===== src/hw/rtl/sem_pkg.sv =====
// Shared types and constants for the Sobel edge magnitude block.
// Used by every module under hw/rtl; depends on nothing.
`timescale 1ns / 1ps

package sem_pkg;

	localparam int PIX_W         = 8;
	localparam int FW_W          = 12;
	localparam int FH_W          = 13;
	localparam int ROW_W         = 12;
	localparam int GRAD_W        = 11;
	localparam int MIN_DIM       = 3;
	localparam int MAX_HEIGHT    = 4096;
	localparam int EDGE_MAX      = 255;
	localparam int MAX_WIDTH_DEF = 2048;
	localparam int WIDTH_RESET   = 640;
	localparam int HEIGHT_RESET  = 480;
	localparam int APB_AW        = 3;
	localparam int APB_DW        = 32;

	typedef enum logic {
		REG_FRAME_WIDTH  = 1'b0,
		REG_FRAME_HEIGHT = 1'b1
	} reg_idx_t;

	// Per-word control travelling with a pixel from the counters to the window
	typedef struct packed {
		logic emit;
		logic last;
	} s1_ctrl_t;

endpackage


===== src/hw/rtl/sem_cfg.sv =====
// APB register file for frame width and height, plus the clamped values in use.
// Depends on sem_pkg.
`timescale 1ns / 1ps

module sem_cfg #(
	parameter int MAX_WIDTH = sem_pkg::MAX_WIDTH_DEF,
	parameter int CLW       = 12
) (
	input  logic                        clk,
	input  logic                        arst_n,
	input  logic                        psel,
	input  logic                        penable,
	input  logic                        pwrite,
	input  logic [sem_pkg::APB_AW-1:0]  paddr,
	input  logic [sem_pkg::APB_DW-1:0]  pwdata,
	output logic [sem_pkg::APB_DW-1:0]  prdata,
	output logic                        pready,
	output logic [CLW-1:0]              width_use,
	output logic [sem_pkg::FH_W-1:0]    height_use
);

	logic [sem_pkg::FW_W-1:0] frame_width_q;
	logic [sem_pkg::FH_W-1:0] frame_height_q;
	logic                     wr_en;
	sem_pkg::reg_idx_t        reg_idx;
	logic [CLW-1:0]           width_ext;

	assign pready  = 1'b1;
	assign wr_en   = psel && penable && pwrite && pready;
	assign reg_idx = sem_pkg::reg_idx_t'(paddr[2]);

	always_ff @(posedge clk or negedge arst_n) begin
		if (!arst_n) begin
			frame_width_q  <= sem_pkg::FW_W'(sem_pkg::WIDTH_RESET);
			frame_height_q <= sem_pkg::FH_W'(sem_pkg::HEIGHT_RESET);
		end else if (wr_en) begin
			case (reg_idx)
				sem_pkg::REG_FRAME_WIDTH:  frame_width_q  <= pwdata[sem_pkg::FW_W-1:0];
				sem_pkg::REG_FRAME_HEIGHT: frame_height_q <= pwdata[sem_pkg::FH_W-1:0];
				default: ;
			endcase
		end
	end

	always_comb begin
		case (reg_idx)
			sem_pkg::REG_FRAME_WIDTH:  prdata = sem_pkg::APB_DW'(frame_width_q);
			sem_pkg::REG_FRAME_HEIGHT: prdata = sem_pkg::APB_DW'(frame_height_q);
			default:                   prdata = '0;
		endcase
	end

	// Clamp the written values into the supported range
	assign width_ext = CLW'(frame_width_q);

	always_comb begin
		if (width_ext < CLW'(sem_pkg::MIN_DIM))
			width_use = CLW'(sem_pkg::MIN_DIM);
		else if (width_ext > CLW'(MAX_WIDTH))
			width_use = CLW'(MAX_WIDTH);
		else
			width_use = width_ext;
	end

	always_comb begin
		if (frame_height_q < sem_pkg::FH_W'(sem_pkg::MIN_DIM))
			height_use = sem_pkg::FH_W'(sem_pkg::MIN_DIM);
		else if (frame_height_q > sem_pkg::FH_W'(sem_pkg::MAX_HEIGHT))
			height_use = sem_pkg::FH_W'(sem_pkg::MAX_HEIGHT);
		else
			height_use = frame_height_q;
	end

endmodule


===== config.mk =====
export PLATFORM = sky130hd
export DESIGN_NAME = sem_cfg
export DESIGN_NICKNAME = d
export VERILOG_FILES = /design/src/hw/rtl/sem_pkg.sv /design/src/hw/rtl/sem_cfg.sv
export SDC_FILE = /design/constraint.sdc
export NUM_CORES = 1
export LEC_CHECK = 0
export BUFFER_PORTS_ARGS = -buffer_cell sky130_fd_sc_hd__buf_4
export CAP_MARGIN = 0
export CORE_ASPECT_RATIO = 1.4
export CORE_MARGIN = 3
export CORE_UTILIZATION = 38
export DETAILED_ROUTE_END_ITERATION = 7
export GPL_TIMING_DRIVEN = 0
export PLACE_DENSITY = 0.77
export SLEW_MARGIN = 10
export SYNTH_ARGS = -nofsm -noshare
export SYNTH_HDL_FRONTEND = slang
export SYNTH_SLANG_ARGS = --single-unit

===== constraint.sdc =====
create_clock -name clk -period 1.2 [get_ports clk]
set_input_delay 0.12 -clock clk [delete_from_list [all_inputs] [get_ports clk]]
set_output_delay 0.12 -clock clk [all_outputs]
set_load 0.01 [all_outputs]

==> flow_metrics.tcl, run 1 <==
set metrics [dict create \
    run_status "finished, violations left" \
    violations "negative setup slack" \
    ys_types 18 \
    gr-total-overflow 0 \
    num-fill-cells 271 \
    num_vias 1227 \
    drv_slew 0 \
    core_um2 3680 \
    htreeDepth 1 \
    clock_latency_ns 0.26 \
    path_class "reg -> out" \
    fp.dieW_um 58.6 \
    async_flop_share 1.00 \
    area_growth_pct 74.7 \
    clk_pin_slew_worst_paths_ns 0.08 \
    p_switching_mw 1.24 \
    wire_per_inst_um 15.5 \
    whs_endpoint "frame_height_q[12]" \
    min_from "pwdata[12]" \
    ctsLongestPathBuffers 2 \
    cts_root_buf "clkbuf_8" \
    synth.most_common_cell "mux2_2" \
    worstPathMaxFanout 2 \
    min_path_type "in -> reg" \
    start_kind "flop" \
    yosys_warnings 0 \
    wl_mm 4.10 \
    placed_cell_area_um2 2090 \
    syn_inst 126 \
    p_comb_frac 0.547 \
    synth_area_leaders "dfrtp_1 32%, mux2_2 28%, dfstp_2 11%" \
    slowest_stage "or4_4" \
    syn-cell-area_um2 1470 \
    synthTopCellsByCount "37 x mux2_2, 20 x buf_4, 19 x dfrtp_1, 19 x nor2b_1, 6 x dfstp_2" \
    finalInstanceArea_um2 2570 \
    clock_skew_ns 0 \
    synth_top_flop_cell "dfrtp_1" \
    final_cells 264 \
    drcViolationCount 0 \
    dp_cells 242 \
    r2r_cells 4 \
    reg2reg_slack_ns 0.01 \
    holdWs_ns 0.0949 \
    cts_buffers 3 \
    diodes 0 \
    initial_core_util 0.401 \
    peakVddDrop_mv 1.05 \
    yosysTopAreaCell "dfrtp_1" \
    crit_arrival_ns 1.73 \
    seq_area_frac_synth 0.430 \
    switching_share 0.321 \
    grtUsageTotal 0.167 \
    cts.sinks 25 \
    multi_input_area_um2 908 \
    holdPathStages 2 \
    die_area_um2 4670 \
    leakage_nw 1.28 \
    cp-startpoint "frame_width_q[8]" \
    antenna_found_initial 0 \
    postRouteAntennaNets 0 \
    crit_buf_inv 1 \
    viasPerCell 4.65 \
    yosys_register_bits 25 \
    layout_setup_ws_ns -0.650 \
    pwr_density_cell_nw_per_um2 1500 \
    internal-power_mw 2.62 \
    num_rows 26 \
    drtIter0Drc 34 \
    io_buffers 56 \
    layout-drive-gt1-share 0.752 \
    period_minus_slack_ns 1.85 \
    hold_viol 0 \
    syn_avg_cell_area_um2 11.7 \
    grt_pass1_wl_mm 5.99 \
    cp-end-kind "primary output" \
    grt_pass1_vias 1252 \
    grt_start_max_net_pins 26 \
    clock.fmax_mhz 541 \
    regArea_um2 637 \
    power_frac_seq 0.329 \
    synth_edf_count 0 \
    p_clk_frac 0.124 \
    drv_cap 0 \
    crit_family "simple AND/OR/NAND/NOR gates" \
    rsz0062_at_grt "yes" \
    gp_congestion 0.740 \
    io_pins 98 \
    r2r-end "frame_height_q[12]" \
    max_stage_delay_ns 0.58 \
    rr_startpoint "frame_height_q[12]" \
    path_cells "or4_4 -> o41ai_4 -> buf_4" \
    fp.dieH_um 79.7 \
    finalCritPeriodShare 1.54 \
    synth_top_area_share 0.323 \
    drt-pass1-iter-count 4 \
    total_power_mw 3.86 \
    setup_violations 32 \
    worstPathRequired_ns 1.08 \
    cts_tree "yes" \
    nets 263 \
]
[per-stage QoR]
stage / TNS, ns / setup WS [ns] / utilization
finish: -5.51 / -0.650 / 0.700
global route: -7.32 / -0.713 / 0.700
CTS: -5.23 / -0.635 / 0.642
detailed placement: -4.60 / -0.381 / 0.568
global placement: -4.08 / -0.372 / 0.568
floorplan: -0.725 / -0.201 / -
[placed cells by master (no fill, tap or decap), drive strengths merged]
master        n
nand2b        2
nand4b        1
or3           1
o41ai         2
dlygate4sd3   1
clkbuf        6
clkinv        1
nor2b        19
and2          1
nand4         1
inv           2
conb         20
o32ai         2
dfstp         6
dfrtp        19
or4           4
mux2         37
buf          97
[power groups by stage]
stage / clock (mW) / combinational, mW / sequential (mW)
2_1_floorplan: 0 / 0.825 / 1.21
3_5_place_dp: 0 / 1.42 / 1.28
6_report: 0.479 / 2.11 / 1.27
4_1_cts: 0.499 / 1.77 / 1.26
3_3_place_gp: 0 / 1.40 / 1.28
5_1_grt: 0.545 / 2.25 / 1.30
[cells by family after synthesis]
kind of cell           synth area share
other                           0.00510
muxes                             0.283
AOI/OAI and AO/OA                0.0238
buffers and inverters             0.127
and+or+nand+nor                   0.131
DFF                               0.430
[layout make-up]
| cell class | instances | share of cell area |
|---|---|---|
| multi-input cells | 90 | 0.353 |
| clock inverters | 1 | 0.00195 |
| repair buffers | 74 | 0.271 |
| clock buffers | 3 | 0.0161 |
| flip-flops and latches | 25 | 0.248 |
| well taps | 42 | 0.0204 |
| inverters | 2 | 0.00292 |
| plain buffers | 27 | 0.0866 |
[how the worst max path moves through the flow]
stage                    to  cells after the start
4_1_cts        width_use[1]                      3
5_1_grt        width_use[1]                      3
3_3_place_gp   width_use[1]                      3
6_report       width_use[1]                      3
3_5_place_dp   width_use[1]                      3
2_1_floorplan  width_use[0]                      2
[per-layer routing]
| layer | GRT usage | vias up | share of wire |
|---|---|---|---|
| met1 | 0.204 | 580 | 0.38 |
| met4 | 0.0476 | 0 | 0.0083 |
| met2 | 0.293 | 59 | 0.53 |
| li1 | - | 584 | - |
| met5 | 0 | - | 0 |
| met3 | 0.0324 | 4 | 0.081 |
[registers in the layout, indices dropped and copies added (netlist names)]
register and cells:
frame_width_q 12, frame_height_q 13
[timing repair]
item / in CTS / in global routing
setup buffers: 11 / 5
resized for setup: 32 / 40
endpoints found under the setup margin: 33 / 36
hold buffers: 1 / 0
endpoints found under the hold margin: 19 / 0
pin swaps: 5 / 4
cloned: 0 / 1
Power figures use the tool's default switching activity.
==> run 2: changes to the inputs <==
--- a/config.mk
+++ b/config.mk
@@ -8,11 +8,11 @@
 export BUFFER_PORTS_ARGS = -buffer_cell sky130_fd_sc_hd__buf_4
 export CAP_MARGIN = 0
 export CORE_ASPECT_RATIO = 1.4
-export CORE_MARGIN = 3
+export CORE_MARGIN = 2
 export CORE_UTILIZATION = 38
 export DETAILED_ROUTE_END_ITERATION = 7
 export GPL_TIMING_DRIVEN = 0
-export PLACE_DENSITY = 0.77
+export PLACE_DENSITY_LB_ADDON = 0.05
 export SLEW_MARGIN = 10
 export SYNTH_ARGS = -nofsm -noshare
 export SYNTH_HDL_FRONTEND = slang
==> run 2 against run 1 <==
The run still ends with negative setup slack left; die area decreased by 5.8%; sequential share of layout area decreased by 0.58 points; count of clock-buffer cells in the layout grew 1; combinational power grew 5%; utilization increased by 1.7 points; clock skew unchanged; largest cell class is now multi-input combinational cells; highest routed layer unchanged.
==> flow_metrics.tcl, run 2 (synthesized netlist as in run 1, its figures left out) <==
set metrics [dict create \
    crit_family "simple AND/OR/NAND/NOR gates" \
    peakVddDrop_mv 0.933 \
    largest_registers "frame_height_q x13, frame_width_q x12" \
    grt_pass1_wl_mm 6.30 \
    core_um2 3680 \
    num_rows 26 \
    layout-drive-gt1-share 0.763 \
    fp.dieW_um 56.6 \
    cts_root_buf "clkbuf_8" \
    clock_latency_ns 0.27 \
    io_pins 98 \
    period_minus_slack_ns 1.84 \
    path_class "reg -> out" \
    worstPathMaxFanout 2 \
    crit_arrival_ns 1.72 \
    io_buffers 56 \
    slowest_stage "or4_4" \
    dp_slack_ns -0.362 \
    drt-pass1-iter-count 4 \
    rsz0062_at_grt "yes" \
    clk_pin_slew_worst_paths_ns 0.08 \
    run_status "finished, violations left" \
    wire_per_inst_um 15.8 \
    drv_slew 0 \
    fp.dieH_um 77.7 \
    clock.fmax_mhz 544 \
    r2r_cells 3 \
    regMostFlops "frame_height_q" \
    gr-usage-met3 0.0283 \
    viasPerCell 4.69 \
    start_kind "flop" \
    hpwlAfterDp_mm 2.83 \
    holdWs_ns 0.0845 \
    rr_startpoint "frame_width_q[11]" \
    cts_tree "yes" \
    initial_core_util 0.401 \
    wl_mm 4.21 \
    gr-total-overflow 0 \
    reg2reg_slack_ns 0.09 \
    setup_violations 35 \
    layout_setup_ws_ns -0.638 \
    holdPathStages 2 \
    finalInstanceArea_um2 2630 \
    pwr_density_cell_nw_per_um2 1520 \
    drv_cap 0 \
    path_cells "or4_4 -> o41ai_4 -> buf_4" \
    leakage_nw 1.31 \
    grtUsageTotal 0.183 \
    worstPathRequired_ns 1.08 \
    drtIter0Drc 20 \
    hold_viol 0 \
    ctsLongestPathBuffers 2 \
    r2r-end "frame_width_q[11]" \
    final_util 0.716 \
    largest_register_ff_count 13 \
    htreeDepth 1 \
    layout_common_cells "56 x buf_4, 37 x buf_6, 26 x mux2_2" \
    drcViolationCount 0 \
    grt.busiest_layer "met2" \
    violations "negative setup slack" \
    total_power_mw 3.99 \
    area_growth_pct 78.8 \
    antenna_found_initial 0 \
    nets 265 \
    grt_pass1_vias 1259 \
    crit_buf_inv 1 \
    final_cells 266 \
    grt_use_met1 0.227 \
    diodes 0 \
    num_vias 1247 \
    placed_cell_area_um2 2090 \
    cp-end-kind "primary output" \
    gp_congestion 0.713 \
    die_area_um2 4400 \
    whs_endpoint "frame_height_q[1]" \
    final_common_cell "buf_4" \
    max_stage_delay_ns 0.58 \
    postRouteAntennaNets 0 \
    grt_start_max_net_pins 26 \
    min_from "pwdata[1]" \
    finalCritPeriodShare 1.53 \
    cts_buffers 3 \
    dp_cells 242 \
    grt_util_met2 0.326 \
    cts.sinks 25 \
    clock_skew_ns 0 \
    min_path_type "in -> reg" \
    setup_tns_ns -5.59 \
]
-- run 2: where the power goes --
| part | total [mW] | internal, mW | leakage [nW] | switching, mW |
|---|---|---|---|---|
| Clock | 0.505 | 0.238 | 0.0228 | 0.268 |
| Sequential | 1.26 | 1.07 | 0.288 | 0.195 |
| Combinational | 2.22 | 1.39 | 1.00 | 0.828 |
-- run 2: repair_timing --
item | CTS | global route
hold endpoints to repair | 19 | 0
endpoints found under the setup margin | 34 | 38
pin swaps | 6 | 5
cloned | 0 | 1
setup buffers | 13 | 8
resized for setup | 44 | 42
hold buffers | 1 | 0
-- run 2: worst max path at each step --
stage              endpoint  cells past startpoint             start  slack [ns]
5_1_grt        width_use[1]                      3  frame_width_q[2]       -0.67
3_5_place_dp   width_use[1]                      3  frame_width_q[4]       -0.36
6_report       width_use[1]                      3  frame_width_q[2]       -0.64
2_1_floorplan  width_use[0]                      2  frame_width_q[3]       -0.20
4_1_cts        width_use[1]                      3  frame_width_q[2]       -0.63
3_3_place_gp   width_use[1]                      3  frame_width_q[4]       -0.34
-- run 2: cell type report --
cell class | instances | area [µm²]
Fill cell | 282 | 1040
Multi-Input combinational cell | 90 | 947
Timing Repair Buffer | 76 | 732
Sequential cell | 25 | 637
Buffer | 27 | 213
Tap cell | 42 | 52.6
Clock buffer | 4 | 45.0
Inverter | 2 | 7.51
-- run 2: metal layers --
| layer | routed length, µm | share of wire | vias to the layer above |
|---|---|---|---|
| met2 | 2270 | 0.54 | 48 |
| met5 | 0 | 0 | - |
| li1 | - | - | 591 |
| met1 | 1670 | 0.40 | 603 |
| met3 | 237 | 0.056 | 5 |
| met4 | 38 | 0.0090 | 0 |
==> run 3: changes to the inputs <==
==> constraint.sdc (replaced) <==
create_clock -name clk -period 1.2 [get_ports clk]
set_input_delay 0.24 -clock clk [delete_from_list [all_inputs] [get_ports clk]]
set_output_delay 0.24 -clock clk [all_outputs]
set_load 0.01 [all_outputs]
==> run 3 against run 2 <==
The run still ends with negative setup slack left; clock skew is the same; clock power shrank 2%; sequential cell count is the same; fmax shrank 5.7%; hold slack gained 0.12 ns; utilization grew 0.17 points; critical endpoint unchanged.
==> flow_metrics.tcl, run 3 (synthesized netlist as in run 1, its figures left out) <==
set metrics [dict create \
    dp_cells 242 \
    violations "negative setup slack" \
    holdWs_ns 0.205 \
    grtUsageTotal 0.184 \
    area_growth_pct 79.3 \
    grt.busiest_layer "met2" \
    grt_pass1_vias 1266 \
    min_path_type "in -> reg" \
    finalInstanceArea_um2 2640 \
    final_cells 266 \
    peakVddDrop_mv 0.946 \
    total_power_mw 3.98 \
    postRouteAntennaNets 0 \
    grt_use_met1 0.230 \
    setup_violations 38 \
    run_status "finished, violations left" \
    num_vias 1245 \
    cts.sinks 25 \
    cts_root_buf "clkbuf_8" \
    drt-pass1-iter-count 6 \
    htreeDepth 1 \
    clock_latency_ns 0.26 \
    clk_pin_slew_worst_paths_ns 0.08 \
    largest_register_ff_count 13 \
    period_minus_slack_ns 1.95 \
    grt_util_met2 0.327 \
    finalCritPeriodShare 1.62 \
    diodes 0 \
    ctsLongestPathBuffers 2 \
    wl_mm 4.21 \
    nets 265 \
    io_pins 98 \
    initial_core_util 0.401 \
    grt_start_max_net_pins 26 \
    largest_registers "frame_height_q x13, frame_width_q x12" \
    cp-end-kind "primary output" \
    clock.fmax_mhz 513 \
    hold_viol 0 \
    final_util 0.718 \
    layout-drive-gt1-share 0.763 \
    fp.dieW_um 56.6 \
    core_um2 3680 \
    gr-total-overflow 0 \
    final_common_cell "buf_4" \
    leakage_nw 1.32 \
    drv_cap 0 \
    clock_skew_ns 0 \
    path_class "reg -> out" \
    worstPathMaxFanout 2 \
    num_rows 26 \
    hpwlAfterDp_mm 2.83 \
    pwr_density_cell_nw_per_um2 1510 \
    grt_pass1_wl_mm 6.33 \
    regMostFlops "frame_height_q" \
    drtIter0Drc 21 \
    cts_tree "yes" \
    placed_cell_area_um2 2090 \
    viasPerCell 4.68 \
    fp.dieH_um 77.7 \
    layout_setup_ws_ns -0.750 \
    io_buffers 56 \
    start_kind "flop" \
    die_area_um2 4400 \
    wire_per_inst_um 15.8 \
    antenna_found_initial 0 \
    drv_slew 0 \
    worstPathRequired_ns 0.96 \
    crit_arrival_ns 1.71 \
    rsz0062_at_grt "yes" \
    layout_common_cells "56 x buf_4, 38 x buf_6, 26 x mux2_2" \
    gp_congestion 0.713 \
    cts_buffers 3 \
    gr-usage-met3 0.0283 \
    drcViolationCount 0 \
]
-- run 3: cell types whose count changed in the layout (fill, tap and decap cells not counted) --
cell   change
buf_2      -1
buf_6      +1
-- run 3: cell type report --
type	count	area, µm²
Sequential cell	25	637
Timing Repair Buffer	76	732
Buffer	27	219
Tap cell	42	52.6
Multi-Input combinational cell	90	947
Fill cell	288	1040
Clock buffer	4	45.0
Inverter	2	7.51
-- run 3: what timing repair did --
action	in CTS	in global routing
hold endpoints to repair	19	0
buffers inserted	13	8
gates resized for setup	47	41
pin swaps	6	5
hold buffers	1	0
gates cloned	0	1
endpoints found under the setup margin	40	38
-- run 3: metrics by stage --
stage                     setup TNS (ns)  setup slack [ns]
after floorplan                    -1.22            -0.321
after global routing              -11.73            -0.785
after global placement            -10.85            -0.463
final                              -9.94            -0.750
after CTS                          -9.94            -0.750
after detailed placement          -11.32            -0.482
-- run 3: path summary, 6_finish.rpt --
check | start | end | slack (ns) | cells after the start
worst min-delay path | pwdata[9] | frame_height_q[9] | 0.21 | 2
worst max register to register | frame_width_q[11] | frame_width_q[11] | 0.10 | 3
worst max-delay path | frame_width_q[2] | width_use[1] | -0.75 | 3
max in group asynchronous | arst_n | frame_height_q[6] | 0.49 | 2
worst min register to register | frame_width_q[0] | frame_width_q[0] | 0.55 | 1
min in group asynchronous | arst_n | frame_height_q[9] | 0.42 | 2
-- run 3: layer usage --
metal	part of all wire	wire length, µm	vias to the layer above
met5	0	0	-
met1	0.40	1670	600
met2	0.54	2270	50
met4	0.0090	38	0
li1	-	-	590
met3	0.056	238	5
-- run 3: where the power goes --
group	internal [mW]	leakage (nW)	switching [mW]	total, mW
Clock	0.238	0.0228	0.259	0.496
Combinational	1.40	1.01	0.827	2.22
Sequential	1.07	0.288	0.193	1.26
Total	2.70	1.32	1.28	3.98
-- run 3: critical path, stage by stage (launching register included) --
cell and delay (ns):
dfrtp_1 0.39, or4_4 0.58, o41ai_4 0.30, buf_4 0.17
