**src/hw/rtl/sem_pkg.sv**
```systemverilog
// Shared types and constants for the Sobel edge magnitude block.
// Used by every module under hw/rtl; depends on nothing.
`timescale 1ns / 1ps

package sem_pkg;

	localparam int PIX_W         = 8;
	localparam int FW_W          = 12;
	localparam int FH_W          = 13;
	localparam int ROW_W         = 12;
	localparam int GRAD_W        = 11;
	localparam int MIN_DIM       = 3;
	localparam int MAX_HEIGHT    = 4096;
	localparam int EDGE_MAX      = 255;
	localparam int MAX_WIDTH_DEF = 2048;
	localparam int WIDTH_RESET   = 640;
	localparam int HEIGHT_RESET  = 480;
	localparam int APB_AW        = 3;
	localparam int APB_DW        = 32;

	typedef enum logic {
		REG_FRAME_WIDTH  = 1'b0,
		REG_FRAME_HEIGHT = 1'b1
	} reg_idx_t;

	// Per-word control travelling with a pixel from the counters to the window
	typedef struct packed {
		logic emit;
		logic last;
	} s1_ctrl_t;

endpackage

```
**src/hw/rtl/sem_window.sv**
```systemverilog
// 3x3 window, Sobel gradients, L1 magnitude with saturation and output register.
// Depends on sem_pkg.
`timescale 1ns / 1ps

module sem_window (
	input  logic                         clk,
	input  logic                         arst_n,
	input  logic                         in_valid,
	output logic                         in_ready,
	input  logic [2*sem_pkg::PIX_W-1:0]  above,
	input  logic [sem_pkg::PIX_W-1:0]    pix,
	input  sem_pkg::s1_ctrl_t            ctrl,
	output logic                         out_valid,
	input  logic                         out_ready,
	output logic [sem_pkg::PIX_W-1:0]    edge_value,
	output logic                         last_of_frame
);

	localparam int GW = sem_pkg::GRAD_W;
	localparam int PW = sem_pkg::PIX_W;

	logic [PW-1:0]        win_q [9];
	logic [PW-1:0]        win_d [9];
	logic                 retire;
	logic                 en2;
	logic                 o_free;
	logic                 v2_q;
	logic signed [GW-1:0] gv_d, gh_d;
	logic signed [GW-1:0] gv_s2, gh_s2;
	logic                 last_s2;
	logic [GW-2:0]        abs_gv, abs_gh;
	logic [GW-1:0]        mag;
	logic                 out_valid_q;
	logic [PW-1:0]        edge_q;
	logic                 last_q;

	assign o_free   = !out_valid_q || out_ready;
	assign en2      = !v2_q || o_free;
	// A non-emitting word only updates the window and may always retire
	assign in_ready = !ctrl.emit || en2;
	assign retire   = in_valid && in_ready;

	// Shift the window one column left, newest column from the line store and the incoming pixel
	always_comb begin
		for (int r = 0; r < 3; r++) begin
			win_d[r*3+0] = win_q[r*3+1];
			win_d[r*3+1] = win_q[r*3+2];
		end
		win_d[2] = above[2*PW-1:PW];
		win_d[5] = above[PW-1:0];
		win_d[8] = pix;
	end

	always_ff @(posedge clk or negedge arst_n) begin
		if (!arst_n) begin
			for (int i = 0; i < 9; i++)
				win_q[i] <= '0;
		end else if (retire) begin
			for (int i = 0; i < 9; i++)
				win_q[i] <= win_d[i];
		end
	end

	always_comb begin
		gv_d = (GW'(win_d[0]) - GW'(win_d[6]))
		     + ((GW'(win_d[1]) - GW'(win_d[7])) <<< 1)
		     + (GW'(win_d[2]) - GW'(win_d[8]));
		gh_d = (GW'(win_d[0]) - GW'(win_d[2]))
		     + ((GW'(win_d[3]) - GW'(win_d[5])) <<< 1)
		     + (GW'(win_d[6]) - GW'(win_d[8]));
	end

	always_ff @(posedge clk or negedge arst_n) begin
		if (!arst_n)
			v2_q <= 1'b0;
		else if (en2)
			v2_q <= retire && ctrl.emit;
	end

	always_ff @(posedge clk) begin
		if (en2 && retire && ctrl.emit) begin
			gv_s2   <= gv_d;
			gh_s2   <= gh_d;
			last_s2 <= ctrl.last;
		end
	end

	assign abs_gv = gv_s2[GW-1] ? (GW-1)'(-gv_s2) : gv_s2[GW-2:0];
	assign abs_gh = gh_s2[GW-1] ? (GW-1)'(-gh_s2) : gh_s2[GW-2:0];
	assign mag    = GW'(abs_gv) + GW'(abs_gh);

	always_ff @(posedge clk or negedge arst_n) begin
		if (!arst_n)
			out_valid_q <= 1'b0;
		else if (o_free)
			out_valid_q <= v2_q;
	end

	always_ff @(posedge clk) begin
		if (o_free && v2_q) begin
			edge_q <= (mag > GW'(sem_pkg::EDGE_MAX)) ? PW'(sem_pkg::EDGE_MAX) : mag[PW-1:0];
			last_q <= last_s2;
		end
	end

	assign out_valid     = out_valid_q;
	assign edge_value    = edge_q;
	assign last_of_frame = last_q;

endmodule

```
**config.mk**
```make
export PLATFORM = sky130hd
export DESIGN_NAME = sem_window
export DESIGN_NICKNAME = d
export VERILOG_FILES = /design/src/hw/rtl/sem_pkg.sv /design/src/hw/rtl/sem_window.sv
export SDC_FILE = /design/constraint.sdc
export NUM_CORES = 1
export LEC_CHECK = 0
export ABC_AREA = 1
export BUFFER_PORTS_ARGS = -buffer_cell sky130_fd_sc_hd__clkbuf_2
export CAP_MARGIN = 20
export CORE_MARGIN = 3
export CORE_UTILIZATION = 30
export CTS_BUF_LIST = sky130_fd_sc_hd__clkbuf_8
export DETAILED_ROUTE_END_ITERATION = 10
export PLACE_DENSITY_LB_ADDON = 0.05
export SETUP_SLACK_MARGIN = 0.1
export SKIP_CTS_REPAIR_TIMING = 1
export SYNTH_ARGS = -nofsm -noshare
export SYNTH_HDL_FRONTEND = slang
export SYNTH_SLANG_ARGS = --single-unit
```
**constraint.sdc**
```tcl
create_clock -name clk -period 9.42 [get_ports clk]
set_input_delay 1.413 -clock clk [delete_from_list [all_inputs] [get_ports clk]]
set_output_delay 1.413 -clock clk [all_outputs]
set_load 0.05 [all_outputs]
```
==> qor.yml, run 1 <==
hold_slack_ps: 447
worstPathMaxFanout: 4
status: "finished, final reports clean"
slew_violations: 0
clock_skew_ps: 21.1
core.rowCount: 55
clkTransAtPathRegs_ps: 100
dr.pass1.iters: 4
crit_top_cell: "nand2_1"
yosysWarnings: 0
yosysUniqueCellTypes: 36
worstSkewPairLatency_ps: 390
min_from: "last_s2"
yosysTopAreaCell: "dfrtp_1"
regArea_um2: 2210
nFillCells: 2559
track_usage_pct: 13.6
num_antenna_cells: 0
synth_cells: 861
crit_type: "input port to flip-flop"
io_pins: 41
synth.yosys.seq_area_share_pct: 31.1
fmax_ghz: 0.239
globalplace.congestion: 0.800
tritoncts: "yes"
rsz0062_at_grt: "no"
ys_ff_latch: 82
max-cap-violations: 0
slowest_stage: "fa_1"
via_count: 5325
clock_sinks: 82
hold_viol_final: 0
grt_overflow: 0
r2r-start: "win_d[8]"
holdPathStages: 0
vias_per_cell: 4.36
die_w_um: 160
max_slew_margin_pct: 39.9
die_y_um: 160
htreeDepth: 3
period_needed_ps: 4190
crit_required_ps: 9610
grtUsageMet1_pct: 18.7
multi_input_area_um2: 4220
grt_pass1_wl_mm: 27.9
cts_made_buffers: 9
rrSetupSlack_ps: 5940
start_kind: "input port"
whs_endpoint: "last_of_frame"
dp_hpwl_mm: 14.0
grt_start_max_net_pins: 83
cts-root-buf: "clkbuf_8"
setup_viol: 0
post-route-drc-count: 0
nets: 1041
drive_above_1_share_pct: 8.03
ant_nets: 0
hold_class: "flip-flop to flip-flop"
grt_use_met3_pct: 1.92
grt_pass1_vias: 5245
crit_chain: "clkbuf_2 > inv_1 > ha_1 > fa_1 > o21ai_1 > nand2_1 > nand2_1 > a21oi_1 > nand2_1 > nand2_1 > fa_1 > inv_1 > ha_1 > inv_1 > o21ai_0 > nand2_1 > nand3_1 > xor2_1"
syn_to_final_growth_pct: 10.4
cts_buffer_depth: 2
yosysTopAreaCellShare_pct: 17.6
max_stage_delay_ps: 470
grt_busiest_layer: "met2"
syn_nets: 998
initial_core_util_pct: 31.0
syn-cell-area_um2: 7110
dr.first_iter.drc_count: 180
critPathArrivalTime_ps: 4370
syn_area_per_cell_um2: 8.26
setup_tns_ps: 0
core-area_um2: 23000
worst_slew_pin_slew_ps: 901
drt_wl_total_mm: 16.9
reg2reg_depth: 16
dieArea_um2: 25600
r2r-end: "gv_s2[10]"
post-route-period-util_pct: 44.4
port_buffers: 40
cp-end-kind: "flip-flop"
final_cell_mix: "nand2_1 (173), inv_1 (165), ha_1 (80)"
final_common_cell: "nand2_1"
ys_top_cells_by_area: "dfrtp_1 (18%), ha_1 (14%), edfxtp_1 (14%), nand2_1 (9.1%), inv_1 (8.7%)"
globalRouteMet2Util_pct: 22.3
antenna_found_initial: 0
wl_per_cell_um: 13.9
[final cells by class]
class / count / area share [%]
clock buffer: 9 / 1.58
timing repair buffer: 41 / 2.64
clock inverter: 7 / 0.940
inverter: 166 / 7.93
tap: 313 / 4.99
multi-input combinational: 604 / 53.8
sequential: 82 / 28.2
[worst max-delay path: cells and delay by family]
| family | cells | cell delay (ps) |
|---|---|---|
| adder cells (fa/ha/maj) | 4 | 1470 |
| AO/OA/AOI/OAI | 3 | 530 |
| AND/OR/NAND/NOR | 6 | 430 |
| buffers and inverters | 4 | 280 |
| XOR/XNOR | 1 | 230 |
[worst max path at each step]
stage                        start       end  slack (ps)  cells after the start
after global placement      pix[0]  gh_s2[9]        4850                     18
after detailed placement  above[9]  gh_s2[9]        4850                     17
after CTS                 above[9]  gh_s2[9]        5270                     17
final                     above[8]  gv_s2[9]        5230                     18
after floorplan           above[8]  gh_s2[8]        5320                     17
after global routing      above[9]  gh_s2[9]        4960                     17
[per-stage QoR]
| stage | worst slack (ps) | cell area (µm²) | utilization (%) | instances |
|---|---|---|---|---|
| floorplan | 5320 | 7110 | - | 861 |
| global placement | 4850 | 7660 | 33.3 | 1206 |
| detailed placement | 4850 | 7660 | 33.3 | 1206 |
| CTS | 5270 | 7850 | 34.2 | 1222 |
| global route | 4960 | 7850 | 34.2 | 1222 |
| finish | 5230 | 7850 | 34.2 | 1222 |
[sequential cells by signal (all words and copies together) (netlist names)]
signal,cells
out_valid,1
win_d,48
last_s2,1
v2_q,1
gv_s2,11
last_of_frame,1
edge_value,8
gh_s2,11
[cells in the mapped netlist]
cell / count
nand2_1: 173
inv_1: 165
ha_1: 80
a21oi_1: 68
xor2_1: 51
dfrtp_1: 50
o21ai_0: 50
nand3_1: 45
edfxtp_1: 32
fa_1: 27
nor2_1: 24
xnor2_1: 19
mux2_1: 12
nor3_1: 10
o21ai_1: 9
nand4_1: 7
buf_2: 6
nand3b_1: 5
nand2_2: 3
o21bai_1: 3
buf_6: 2
mux2_2: 2
nor2_2: 2
nor2_4: 2
o211ai_1: 2
or2_2: 2
a31oi_1: 1
clkbuf_2: 1
inv_2: 1
nand2_4: 1
nand3_2: 1
nand4_2: 1
nor4_1: 1
o211ai_2: 1
o21a_1: 1
o31ai_1: 1
[logic make-up (layout without fill, tap and decap cells)]
family | count (synthesis) | in the layout | synth area share (%)
flops | 82 | 82 | 31.1
fa+ha+maj | 107 | 107 | 21.7
simple gates | 277 | 277 | 16.9
mux | 14 | 14 | 2.22
xor+xnor | 70 | 70 | 8.62
buf+inv | 175 | 223 | 9.57
compound gates | 136 | 136 | 9.94
[per-layer routing]
metal / wire [µm] / up-vias
met5: 0 / -
met4: 310 / 0
met3: 292 / 15
met2: 7940 / 44
met1: 8400 / 2407
li1: - / 2859
Power of run 1 is left out: the tool's default activity adds up to more than one toggle a clock period on the data nets, which glitch-free logic cannot reach.
==> run 2, diff against run 1 <==
- ABC_AREA: 1 -> 0
- clock period: 9.42 -> 3.9 ns (I/O delays scaled with it)
==> run 2 against run 1 <==
- the flow now finishes with violations (setup timing)
- die area shrank 4.3%
- utilization up 4.8 points
- non-clock buffer count increased by 110
- clock skew decreased by 8.6 ps
- largest cell class unchanged
- synthesized cell count decreased by 22%
==> qor.yml, run 2 <==
synth_common_cells: "inv_1 (110), ha_1 (80), dfrtp_1 (50), xnor2_1 (43), o21ai_0 (34)"
synth.yosys.seq_area_share_pct: 32.5
tritoncts: "yes"
finalNonFillerCells: 1112
rrSetupSlack_ps: -60
max-cap-violations: 0
crit_top_cell: "inv_2"
nets: 964
synth_edf_count: 32
post-route-drc-count: 0
status: "finished with violations"
globalplace.congestion: 0.780
hold_viol_final: 0
die_y_um: 157
die_w_um: 157
synthFlopType: "dfrtp_1"
drt_wl_total_mm: 16.3
ys_ff_latch: 82
syn-cell-area_um2: 6800
yosysTopAreaCell: "dfrtp_1"
grt_pass1_wl_mm: 27.3
largest_reg_flops: 48
grt_start_max_net_pins: 30
period_needed_ps: 3960
crit_cells: 18
fin_ws_ps: -62.4
core.rowCount: 54
grt_use_met3_pct: 1.71
clock_skew_ps: 12.5
drive_above_1_share_pct: 29.9
critPathArrivalTime_ps: 4110
switchingPower_mw: 3.77
final_cell_mix: "buf_4 (110), inv_1 (105), ha_1 (71)"
r2r-start: "win_d[64]"
port_buffers: 40
antenna_found_initial: 0
power_density_nw_per_um2: 1010
ir_drop_uv: 410
crit_required_ps: 4050
violations: "setup timing"
via_count: 5192
p_sw_share_pct: 43.4
max_slew_margin_pct: 60.8
dp_hpwl_mm: 13.5
wl_per_cell_um: 14.7
worst_slew_pin_slew_ps: 588
grt_overflow: 0
start_kind: "flip-flop"
yosysUniqueCellTypes: 47
hold_class: "input port to async pin"
yosysMostFrequentCell: "inv_1"
cts-root-buf: "clkbuf_8"
clkTransAtPathRegs_ps: 100
cts_buffer_depth: 2
yosysTopAreaCellShare_pct: 18.4
post-route-period-util_pct: 102
setup_viol: 2
reg2reg_depth: 18
slowest_stage: "or4_1"
vias_per_cell: 4.67
combPwrFrac_pct: 74.5
cts_made_buffers: 9
leakage_nw: 4.00
grt_busiest_layer: "met2"
power_frac_seq_pct: 17.7
worstPathMaxFanout: 3
rsz0062_at_grt: "yes"
yosysWarnings: 0
grt_pass1_vias: 5478
max_stage_delay_ps: 460
placedCellCount: 1092
path_buf_inv: 4
r2r-end: "gh_s2[10]"
syn_to_final_growth_pct: 26.2
dieArea_um2: 24500
clock_sinks: 82
fmax_ghz: 0.252
initial_core_util_pct: 30.9
slew_violations: 0
dr.pass1.iters: 4
final_common_cell: "buf_4"
utilization_pct: 38.9
crit_chain: "inv_2 > ha_4 > inv_2 > fa_2 > a21o_1 > a21oi_2 > buf_4 > o21bai_1 > a211o_1 > nand2_2 > fa_1 > inv_2 > ha_4 > and3_4 > a311oi_2 > o21ai_1 > or4_1 > and3_1"
synth_cells: 672
async_flop_share_pct: 61.0
core-area_um2: 22000
dr.first_iter.drc_count: 180
syn_area_per_cell_um2: 10.1
ant_nets: 0
internal_power_mw: 4.91
worstSkewPairLatency_ps: 380
htreeDepth: 3
cp-end-kind: "flip-flop"
cp_top_family: "adder cells"
syn_nets: 809
hold_slack_ps: 189
ys_top_cells_by_area: "dfrtp_1 (18%), ha_1 (15%), edfxtp_1 (14%), fa_1 (8.0%), inv_1 (6.1%)"
num_antenna_cells: 0
globalRouteMet2Util_pct: 24.3
track_usage_pct: 14.1
io_pins: 41
pwr-share-clk_pct: 7.8
crit_type: "flip-flop to flip-flop"
grtUsageMet1_pct: 18.6
run 2: cell count changes in the layout (fill, tap and decap cells not counted), sizes merged, moves of 24 or more:
cell   delta
buf     +110
nand3    -41
a21oi    -43
xnor2    +24
nand2   -154
xor2     -32
inv      -57
run 2: through the flow:
step	power (mW)	setup WS [ps]	cell area [µm²]	setup TNS (ps)
5_1_grt	9.65	-235	8580	-612
4_1_cts	8.45	-295	8390	-743
3_3_place_gp	7.67	-530	8180	-1630
3_5_place_dp	7.72	-572	8180	-1630
2_1_floorplan	5.57	-142	6860	-142
6_report	8.69	-62.4	8580	-98.1
run 2: worst max-delay path by stage:
stage | startpoint | to | slack (ps)
final | win_d[64] | gh_s2[10] | -60
after floorplan | pix[0] | gh_s2[10] | -140
after detailed placement | pix[0] | gh_s2[10] | -570
after global routing | win_d[64] | gh_s2[10] | -230
after global placement | pix[0] | gh_s2[10] | -530
after CTS | win_d[16] | gh_s2[10] | -290
run 2: cell families (layout without fill, tap and decap cells):
| family | after synthesis | in the layout | share of synthesized area [%] |
|---|---|---|---|
| and+or+nand+nor | 121 | 121 | 9.24 |
| buffers and inverters | 117 | 277 | 6.63 |
| muxes | 48 | 48 | 7.64 |
| xor gates and xnor gates | 62 | 62 | 7.99 |
| AOI/OAI and AO/OA | 135 | 135 | 13.3 |
| adders and majority gates | 107 | 107 | 22.7 |
| DFF | 82 | 82 | 32.5 |
run 2: power by group through the flow:
stage / logic, mW / clock network, mW / registers [mW]
global placement: 6.11 / 0 / 1.55
global route: 7.33 / 0.750 / 1.57
floorplan: 3.98 / 0 / 1.58
detailed placement: 6.15 / 0 / 1.56
CTS: 6.18 / 0.722 / 1.54
finish: 6.47 / 0.681 / 1.54
run 2: routing by layer:
metal | part of all wire, % | vias up
li1 | - | 2647
met1 | 48 | 2483
met2 | 48 | 48
met3 | 2.2 | 14
met4 | 1.5 | 0
met5 | 0 | -
run 2: worst reg2reg max path, cell delays in order, from the launching register on:
cell and delay (ps):
dfrtp_1 380, inv_2 120, ha_4 170, inv_2 40
fa_2 350, a21o_1 180, a21oi_2 190, buf_4 140
o21bai_1 60, a211o_1 270, nand2_2 80, fa_1 400
inv_2 80, ha_4 190, and3_4 140, a311oi_2 180
o21ai_1 130, or4_1 460, and3_1 160
run 2: layout make-up:
type / count / area (µm²)
Clock buffer: 10 / 138
Clock inverter: 6 / 72.6
Fill cell: 2221 / 13400
Inverter: 110 / 413
Multi-Input combinational cell: 473 / 4350
Sequential cell: 82 / 2210
Tap cell: 280 / 350
Timing Repair Buffer: 151 / 1040
(Power assumes the default switching activity.)
==> run 3, diff against run 2 <==
- CORE_MARGIN: 3 -> 5
- MAX_ROUTING_LAYER: default -> met4
==> run 3 against run 2 <==
- utilization fell by 0.42 points
- the run still ends with setup timing left
- largest cell class unchanged
- highest routed layer unchanged
- sequential cell count did not move
- count of clock-buffer cells in the layout fell by 1
- worst hold slack improved by 120 ps
- fmax rose by 0.18%
==> qor.yml, run 3 (synthesis gave the netlist of run 2 again) <==
grt_pass1_wl_mm: 27.7
hold_slack_ps: 311
antenna_found_initial: 0
initial_core_util_pct: 30.2
grt_pass1_vias: 5415
vias_per_cell: 4.62
num_antenna_cells: 0
track_usage_pct: 13.8
dr.pass1.iters: 4
fin_ws_ps: -55.3
fmax_ghz: 0.253
nets: 964
combPwrFrac_pct: 74.5
setup_viol: 2
finalNonFillerCells: 1117
io_pins: 41
htreeDepth: 3
power_frac_seq_pct: 17.8
final_common_cell: "buf_4"
cts_buffer_depth: 2
die_w_um: 161
dieArea_um2: 25800
violations: "setup timing"
via_count: 5164
placedCellCount: 1095
largest_reg_flops: 48
crit_type: "flip-flop to flip-flop"
ir_drop_uv: 400
core-area_um2: 22500
post-route-drc-count: 0
globalplace.congestion: 0.785
ant_nets: 0
post-route-period-util_pct: 101
grt_overflow: 0
cts-root-buf: "clkbuf_8"
crit_required_ps: 4050
utilization_pct: 38.5
clock_sinks: 82
final_area_um2: 8670
pwr-share-clk_pct: 7.7
rsz0062_at_grt: "yes"
placed_cell_area_um2: 8180
syn_to_final_growth_pct: 27.5
dp_hpwl_mm: 13.6
status: "finished with violations"
cp-end-kind: "flip-flop"
dp_slack_ps: -511
internal_power_mw: 4.96
start_kind: "flip-flop"
port_buffers: 40
max_slew_margin_pct: 50.0
grt_start_max_net_pins: 51
wl_per_cell_um: 15.1
max-cap-violations: 0
core.rowCount: 55
clkTransAtPathRegs_ps: 110
drive_above_1_share_pct: 31.4
slew_violations: 0
drt_wl_total_mm: 16.9
critPathArrivalTime_ps: 4100
p_total_mw: 8.74
final_cell_mix: "buf_4 (107), inv_1 (103), ha_1 (70)"
tritoncts: "yes"
clock_skew_ps: 17.7
worst_slew_pin_slew_ps: 750
dr.first_iter.drc_count: 158
setup_tns_ps: -62.0
switchingPower_mw: 3.78
hold_viol_final: 0
power_density_nw_per_um2: 1010
worstPathMaxFanout: 3
period_needed_ps: 3960
leakage_nw: 4.02
cts_made_buffers: 9
hold_class: "input port to async pin"
die_y_um: 161
nFillCells: 2253
worstSkewPairLatency_ps: 390
p_sw_share_pct: 43.2
-- run 3: cell types whose count changed in the layout (fill, tap and decap cells not counted), moves of 3 or more --
cell	delta
buf_4	-3
xnor2_2	+3
xnor2_1	-3
o21ai_1	+4
o21ai_0	-4
-- run 3: routing by layer --
metal	part of all wire (%)	wire [µm]	GRT usage, %	vias up
li1	-	-	-	2652
met1	47	7990	17.5	2432
met2	48	8150	22.9	63
met3	2.0	333	1.69	17
met4	2.2	373	4.85	0
met5	0	0	-	-
-- run 3: power by group through the flow --
stage          logic (mW)  clock network (mW)  registers [mW]
3_5_place_dp         6.05                   0            1.57
4_1_cts              6.09               0.706            1.55
5_1_grt              7.42               0.739            1.58
3_3_place_gp         6.05                   0            1.56
2_1_floorplan        3.98                   0            1.58
6_report             6.52               0.674            1.55
-- run 3: final timing paths --
check | startpoint | endpoint | slack, ps | cells after the start
hold / removal | arst_n | v2_q | 310 | 2
max in group asynchronous | arst_n | win_d[23] | 3090 | 2
setup / recovery | win_d[64] | gh_s2[10] | -60 | 18
min in group clk | ctrl[0] | last_s2 | 370 | 1
setup reg to reg | win_d[64] | gh_s2[10] | -60 | 18
hold reg to reg | last_s2 | last_of_frame | 430 | 0
-- run 3: area by class of cell --
| class | instances | area (µm²) | area share, % |
|---|---|---|---|
| flip-flops and latches | 82 | 2210 | 25.5 |
| repair buffers | 151 | 1050 | 12.1 |
| clock buffers | 9 | 124 | 1.43 |
| multi-input cells | 473 | 4430 | 51.1 |
| inverters | 110 | 415 | 4.79 |
| well taps | 285 | 357 | 4.11 |
| clock inverters | 7 | 76.3 | 0.881 |
-- run 3: critical path: stages (launching register included) --
cell	delay (ps)
dfrtp_1	400
inv_4	100
ha_4	150
inv_2	40
fa_2	370
a21o_1	190
a21oi_2	190
buf_4	140
o21bai_1	60
a211o_1	270
nand2_2	80
fa_1	400
inv_2	80
ha_4	190
and3_4	140
a311oi_2	180
o21ai_1	130
or4_1	460
and3_1	150
